### src/hba_pkg.sv
package hba_pkg;

    // fixed field widths
    localparam int DATA_BITS  = 32;
    localparam int DIFF_BITS  = DATA_BITS + 1;
    localparam int INDEX_BITS = 10;
    localparam int BINS_BITS  = 11;
    localparam int CMD_BITS   = 2;
    localparam int CFG_BITS   = 2;
    localparam int STEP_BITS  = $clog2(DATA_BITS);

    // command codes
    localparam logic [CMD_BITS-1:0] CMD_INSERT = 2'd0;
    localparam logic [CMD_BITS-1:0] CMD_READ   = 2'd1;
    localparam logic [CMD_BITS-1:0] CMD_CLEAR  = 2'd2;

    // configuration register indexes
    localparam logic [CFG_BITS-1:0] CFG_MIN_VALUE   = 2'd0;
    localparam logic [CFG_BITS-1:0] CFG_BIN_SPAN    = 2'd1;
    localparam logic [CFG_BITS-1:0] CFG_BINS_IN_USE = 2'd2;

    // configuration reset values
    localparam logic [DATA_BITS-1:0] MIN_VALUE_RST   = 32'd0;
    localparam logic [DATA_BITS-1:0] BIN_SPAN_RST    = 32'd65536;
    localparam logic [BINS_BITS-1:0] BINS_IN_USE_RST = 11'd1024;

    typedef struct packed {
        logic                 start;
        logic [DATA_BITS-1:0] dividend;
        logic [DATA_BITS-1:0] divisor;
    } div_req_t;

    typedef struct packed {
        logic                 done;
        logic [DATA_BITS-1:0] quotient;
    } div_rsp_t;

endpackage

### src/hba_div.sv
module hba_div
    import hba_pkg::*;
(
    input  logic     aclk,
    input  logic     aresetn,
    input  div_req_t req,
    output div_rsp_t rsp
);

    logic                 busy_reg;
    logic                 done_reg;
    logic [STEP_BITS-1:0] step_reg;
    logic [DATA_BITS-1:0] rem_reg;
    logic [DATA_BITS-1:0] quo_reg;
    logic [DATA_BITS-1:0] dvsr_reg;

    logic [DATA_BITS:0]   shifted;
    logic [DATA_BITS:0]   trial;
    logic                 borrow;

    // one restoring step: shift in the next dividend bit, try the subtract
    always_comb begin
        shifted         = {rem_reg, quo_reg[DATA_BITS-1]};
        {borrow, trial} = {1'b0, shifted} - {2'b00, dvsr_reg};
    end

    always_ff @(posedge aclk) begin
        if (!aresetn) begin
            busy_reg <= 1'b0;
            done_reg <= 1'b0;
        end else begin
            done_reg <= 1'b0;
            if (req.start) begin
                busy_reg <= 1'b1;
            end else if (busy_reg && step_reg == '0) begin
                busy_reg <= 1'b0;
                done_reg <= 1'b1;
            end
        end
    end

    always_ff @(posedge aclk) begin
        if (req.start) begin
            step_reg <= '1;
            rem_reg  <= '0;
            quo_reg  <= req.dividend;
            dvsr_reg <= req.divisor;
        end else if (busy_reg) begin
            step_reg <= step_reg - 1'b1;
            rem_reg  <= borrow ? shifted[DATA_BITS-1:0] : trial[DATA_BITS-1:0];
            quo_reg  <= {quo_reg[DATA_BITS-2:0], ~borrow};
        end
    end

    assign rsp.done     = done_reg;
    assign rsp.quotient = quo_reg;

endmodule

### config.mk
export PLATFORM = sky130hd
export DESIGN_NAME = hba_div
export DESIGN_NICKNAME = d
export VERILOG_FILES = /design/src/hba_pkg.sv /design/src/hba_div.sv
export SDC_FILE = /design/constraint.sdc
export NUM_CORES = 1
export LEC_CHECK = 0
export ABC_AREA = 1
export BUFFER_PORTS_ARGS = -buffer_cell sky130_fd_sc_hd__buf_4
export CAP_MARGIN = 20
export CORE_UTILIZATION = 45
export DETAILED_ROUTE_END_ITERATION = 10
export GPL_ROUTABILITY_DRIVEN = 1
export PLACE_DENSITY = 0.72
export SYNTH_ARGS = -nofsm -noshare
export SYNTH_HDL_FRONTEND = slang
export SYNTH_SLANG_ARGS = --single-unit
### constraint.sdc
create_clock -name aclk -period 2.5 [get_ports aclk]
set_input_delay 0.125 -clock aclk [delete_from_list [all_inputs] [get_ports aclk]]
set_output_delay 0.125 -clock aclk [all_outputs]
set_load 0.005 [all_outputs]
== Word-level counts from Yosys, hierarchy flattened ==
Cells that the tools add are included.
Word-level totals
  bits in registers: 103
  latch bits: 0
  RAM bits: 0
  ROM bits: 0
  input port bits: 67
  word-level logic and storage cells: 21
  memories kept: 0
Cells by class
  add/sub/neg operators: 2
  multiply operators: 0
  div/mod/pow operators: 0
  $lt $le $gt $ge: 0
  equality and inequality tests: 0
  shift-type cells: 0
  muxes and demuxes: 6
  bitwise operators: 2
  reduce and logical (&&, ||, !) cells: 5
Operators by type and width (number)
  $mux 32: 3
  $sub 33x32->34: 1
  $logic_not 5->1: 1
  $sub 5x1->5 const B: 1
  $reduce_bool 2->1: 2
  $mux 1: 3
  $not 1->1: 2
  $reduce_or 2->1: 1
  $logic_and 1x1->1: 1

== Logic depth before layout (Yosys ltp) ==
  depth in word-level cells: 4
  mapped depth: 17
  mapped depth without buffers: 16

== Least setup slack after synthesis ==
OpenSTA, ideal clock, no wires.
  kind: reg2reg
  start point: register busy_reg
  end point: register quo_reg[0] (enable)
  library setup time: 0.409 ns
  arrival: 1.602 ns
  setup slack: 0.489 ns
  stages on the path, launching flop included: 4
  path buffers: 1
  clock period less this slack: 2.011 ns
  path through: dfxtp_1 > nor2_1 > inv_1 > clkbuf_1
On the way
  cells in the longest elaborated chain, start to end: 1
Ends and longest elaborated chain
  from (decl): line hba_div.sv:10  | logic busy_reg;
  from (signal assigned): line hba_div.sv:29  | busy_reg <= 1'b0;
  from (signal assigned): line hba_div.sv:34  | busy_reg <= 1'b1;
  from (signal assigned): line hba_div.sv:36  | busy_reg <= 1'b0;
  $reduce_bool 2->1 (no source line)
  to (signal assigned): line hba_div.sv:46  | quo_reg <= req.dividend;
  to (signal assigned): line hba_div.sv:51  | quo_reg <= {quo_reg[DATA_BITS-2:0], ~borrow};
  to (decl): line hba_div.sv:14  | logic [DATA_BITS-1:0] quo_reg;
Every way passes these cells.
A chain may end at the register's enable or synchronous reset.

== Worst setup path in the final report ==
  start point: register quo_reg[31]
  end point: register rem_reg[16]
On the way
  cells in the longest elaborated chain, start to end: 2
Ends and longest elaborated chain
  $sub 33x32->34: line hba_div.sv:24  | {borrow, trial} = {1'b0, shifted} - {2'b00, dvsr_reg};
  $mux 32: line hba_div.sv:50  | rem_reg <= borrow ? shifted[DATA_BITS-1:0] : trial[DATA_BITS-1:0];
  to (signal assigned): line hba_div.sv:50
  to (decl): line hba_div.sv:13  | logic [DATA_BITS-1:0] rem_reg;
Every way passes these cells.

==> results.py <==
metrics = {
    "place": {
        "place_hpwl_um": 12980,
        "finalWeightedCongestion": 0.9660,
        "placed_cells_incl_taps": 1266,
        "io_buffers": 99,
        "placement.cell_area_um2": 7820,
    },
    "sta": {
        "timing.slew.headroom": 0.6432,
        "finalCritPeriodShare": 0.9115,
        "period_needed_ps": 2279,
        "fin_worst_hold_slack_ps": 6.584,
        "setup_total_negative_slack_ps": 0,
        "report.final.slew_viol_count": 0,
        "worst_slew_pin_slew_ps": 535.1,
        "report.final.setup_viol": 0,
        "max_freq_ghz": 0.4389,
        "hold_viol": 0,
        "finalClockSkew_ps": 9.559,
        "rsz_0062_raised_after_global_routing": "no",
    },
    "die": {
        "floorplan.initialDensity": 0.4654,
        "die_width_um": 125.3,
        "row_count": 44,
        "coreArea_um2": 14700,
        "die_y_um": 125.3,
        "design.die.area_um2": 15700,
        "boundaryPins": 100,
    },
    "critical_path": {
        "critPathArrivalTime_ps": 2530,
        "critical_path_buf_inv_count": 2,
        "cp.depth": 13,
        "required_ps": 2750,
        "timing.critical_path.max_delay_family": "simple AND/OR/NAND/NOR gates",
        "crit_type": "flip-flop to flip-flop",
        "critical_path.reg2reg.startpoint": "quo_reg[31]",
        "worstPathCellList": "inv_1 -> ha_1 -> inv_1 -> fa_1 -> nand2_1 -> nand3_1 -> nand3_1 -> nand2_1 -> a21oi_1 -> xor2_1 -> nand2_1 -> nand3_1 -> nand2_1",
        "timing.critical_path.from_type": "flip-flop",
        "timing.critical_path.slowest_cell_delay_ps": 450,
        "critical_path.slowest_cell": "sky130_fd_sc_hd__fa_1",
        "timing.critical_path.mode_cell": "sky130_fd_sc_hd__nand2_1",
        "crit_path_end_kind": "flip-flop",
        "ff2ff_path_depth": 13,
        "crit_path_max_fanout": 4,
        "setup.worst_path.start": "quo_reg[31]",
    },
    "routing": {
        "drt-wirelength-per-cell_um": 13.21,
        "finalWirelength_um": 17360,
        "via_per_inst": 4.909,
        "route.vias.total": 6450,
        "final_antenna_net_count": 0,
        "drt_pre_antenna_iters": 7,
        "drtIter0Drc": 394,
        "drc": 0,
    },
    "final_layout": {
        "design.final.nets": 1226,
        "antenna_cells": 0,
        "syn2layout_area_growth_pct": 22.92,
        "postLayoutCellArea_um2": 8409,
        "post_route_cells_drive_above_1_share": 0.1416,
        "final_core_utilization": 0.5721,
        "final-instance-count-excl-fill": 1314,
        "final.fill_count": 1405,
    },
    "global_routing": {
        "grt_pass1_vias": 6336,
        "grt_util_all_layers": 0.2358,
        "grt_pass1_wl_um": 29530,
        "grt_antenna_before_repair": 0,
        "grt_max_degree": 47,
        "grt_overflow_total": 0,
    },
    "power": {
        "cellPowerDensity_nw_per_um2": 468.9,
        "power.static_leakage_nw": 4.572,
        "max-vdd-ir-drop_v": 0.0004146,
    },
    "cts": {
        "worst_skew_pair.late_latency_ps": 360,
        "clk_path_buf_depth": 2,
        "cts_post_setup_buffers_inserted": 0,
        "cts_buffers": 9,
        "cts-htree-levels": 3,
        "clock-sinks": 103,
        "cts_tree": "done",
        "clockRootBuffer": "sky130_fd_sc_hd__clkbuf_16",
        "clk_pin_slew_worst_setup_hold_paths_ps": 70,
    },
    "logic_synthesis": {
        "synth_enable_flop_cells": 64,
        "synth_ff_type": "sky130_fd_sc_hd__edfxtp_1",
        "ys_seq_elements": 103,
        "synth-seq-area-share": 0.3950,
        "synth_warnings": 0,
        "number_of_instances_in_the_synthesized_netlist": 989,
        "mean_area_per_synthesized_cell_um2": 6.918,
        "async_flop_share": 0,
        "synth.net_count": 1090,
        "synthDistinctLibCells": 38,
        "post_synth_instance_area_um2": 6842,
    },
    "job": {
        "drv.max_cap_violation_count": 0,
    },
    "min_path": {
        "worst_hold_stages": 3,
        "hp-class": "input pin to flip-flop",
        "min-delay-start": "aresetn",
    },
    "run_status": {
        "run_status": "completed",
    },
}
[cell usage after synthesis (2+ instances only)]
cell                       count  area, um^2
sky130_fd_sc_hd__a21oi_1      20       100.1
sky130_fd_sc_hd__a21oi_2       2       17.52
sky130_fd_sc_hd__and2_1        3       18.77
sky130_fd_sc_hd__buf_2         5       25.02
sky130_fd_sc_hd__buf_4         2       15.01
sky130_fd_sc_hd__buf_6         5       56.30
sky130_fd_sc_hd__clkbuf_1     11       41.29
sky130_fd_sc_hd__dfxtp_1      39       780.8
sky130_fd_sc_hd__edfxtp_1     64        1922
sky130_fd_sc_hd__ha_1         33       412.9
sky130_fd_sc_hd__inv_1       175       656.9
sky130_fd_sc_hd__inv_2         8       30.03
sky130_fd_sc_hd__nand2_1     407        1528
sky130_fd_sc_hd__nand2_2       5       31.28
sky130_fd_sc_hd__nand2_4       2       22.52
sky130_fd_sc_hd__nand3_1      79       395.4
sky130_fd_sc_hd__nand3_2       5       50.05
sky130_fd_sc_hd__nand3b_1     14       105.1
sky130_fd_sc_hd__nand4_1       9       56.30
sky130_fd_sc_hd__nor2_1       48       180.2
sky130_fd_sc_hd__nor2_2        3       18.77
sky130_fd_sc_hd__nor2_4        2       22.52
sky130_fd_sc_hd__nor3_1        5       25.02
sky130_fd_sc_hd__o21ai_0       3       15.01
sky130_fd_sc_hd__o21ai_1      13       65.06
sky130_fd_sc_hd__o21bai_1      2       15.01
sky130_fd_sc_hd__xnor2_1      12       105.1
sky130_fd_sc_hd__xor2_1        3       26.28
[repair_timing]
item                                   4_1_cts  5_1_grt
endpoints found under the hold margin       32        0
hold buffers                                32        0
resized for setup                            0        0
[routing by layer]
metal / global-route usage / wire (um) / part of all wire / up-vias
li1: - / - / - / 3328
met1: 0.3119 / 8157 / 0.47 / 2900
met2: 0.3914 / 7797 / 0.45 / 197
met3: 0.04750 / 1139 / 0.066 / 25
met4: 0.06671 / 269 / 0.015 / 0
met5: 0 / 0 / 0 / -
[cells by family (layout without fill, tap and decap cells)]
group,count (synthesis),in the layout,synth area share
DFF,103,103,0.3950
AOI/OAI and AO/OA,44,44,0.03658
adders and majority gates,34,34,0.06328
and+or+nand+nor,586,586,0.3649
xor gates and xnor gates,15,15,0.01920
buffers and inverters,207,348,0.1211
[tightest hold or removal path, stage by stage]
cell and delay, ps:
sky130_fd_sc_hd__buf_4 90, sky130_fd_sc_hd__o211ai_1 80, sky130_fd_sc_hd__inv_1 50
[power breakdown]
| part | internal (W) | leakage, nW | switching (W) |
|---|---|---|---|
| sequential | 0.00192 | 0.957 | 0.0000483 |
| clock | 0.000691 | 0.130 | 0.000662 |
| combinational | 0.000286 | 3.49 | 0.000331 |
[worst paths after layout]
kind,endpoint,slack (ps)
hold reg to reg,step_reg[4],470
hold / removal,busy_reg,7
setup / recovery,rem_reg[16],220
setup reg to reg,rem_reg[16],220
[stage by stage]
step,power (W),setup slack (ps)
final,0.003944,221.3
after global routing,0.004113,43.27
after CTS,0.003977,257.3
after detailed placement,0.002583,276.6
after global placement,0.002576,304.9
after floorplan,0.002301,488.9
[final cells by class]
type,count,area (um^2),area share
Clock buffer,13,240.2,0.02857
Clock inverter,3,28.78,0.003422
Inverter,184,690.7,0.08213
Multi-Input combinational cell,679,3313,0.3940
Sequential cell,103,2703,0.3214
Tap cell,184,230.2,0.02738
Timing Repair Buffer,148,1204,0.1431
[cell usage in the layout (no fill, tap or decap), types with 2 or more instances in the layout]
cell / n
sky130_fd_sc_hd__nand2_1: 407
sky130_fd_sc_hd__inv_1: 175
sky130_fd_sc_hd__a21oi_1: 20
sky130_fd_sc_hd__nand4_1: 9
sky130_fd_sc_hd__nand3_2: 5
sky130_fd_sc_hd__nor2_4: 2
sky130_fd_sc_hd__nand2_4: 2
sky130_fd_sc_hd__nor2_1: 47
sky130_fd_sc_hd__nand2_2: 5
sky130_fd_sc_hd__xor2_1: 3
sky130_fd_sc_hd__o21bai_1: 2
sky130_fd_sc_hd__buf_4: 115
sky130_fd_sc_hd__nor2_2: 4
sky130_fd_sc_hd__dfxtp_1: 39
sky130_fd_sc_hd__nor3_1: 5
sky130_fd_sc_hd__clkbuf_1: 4
sky130_fd_sc_hd__ha_1: 33
sky130_fd_sc_hd__nand3_1: 79
sky130_fd_sc_hd__o21ai_0: 3
sky130_fd_sc_hd__edfxtp_1: 64
sky130_fd_sc_hd__a21oi_2: 2
sky130_fd_sc_hd__nand3b_1: 14
sky130_fd_sc_hd__o21ai_1: 13
sky130_fd_sc_hd__clkbuf_16: 9
sky130_fd_sc_hd__inv_2: 8
sky130_fd_sc_hd__xnor2_1: 12
sky130_fd_sc_hd__dlygate4sd3_1: 32
sky130_fd_sc_hd__and2_1: 3
Note: power is estimated with default switching activity, not from simulation.
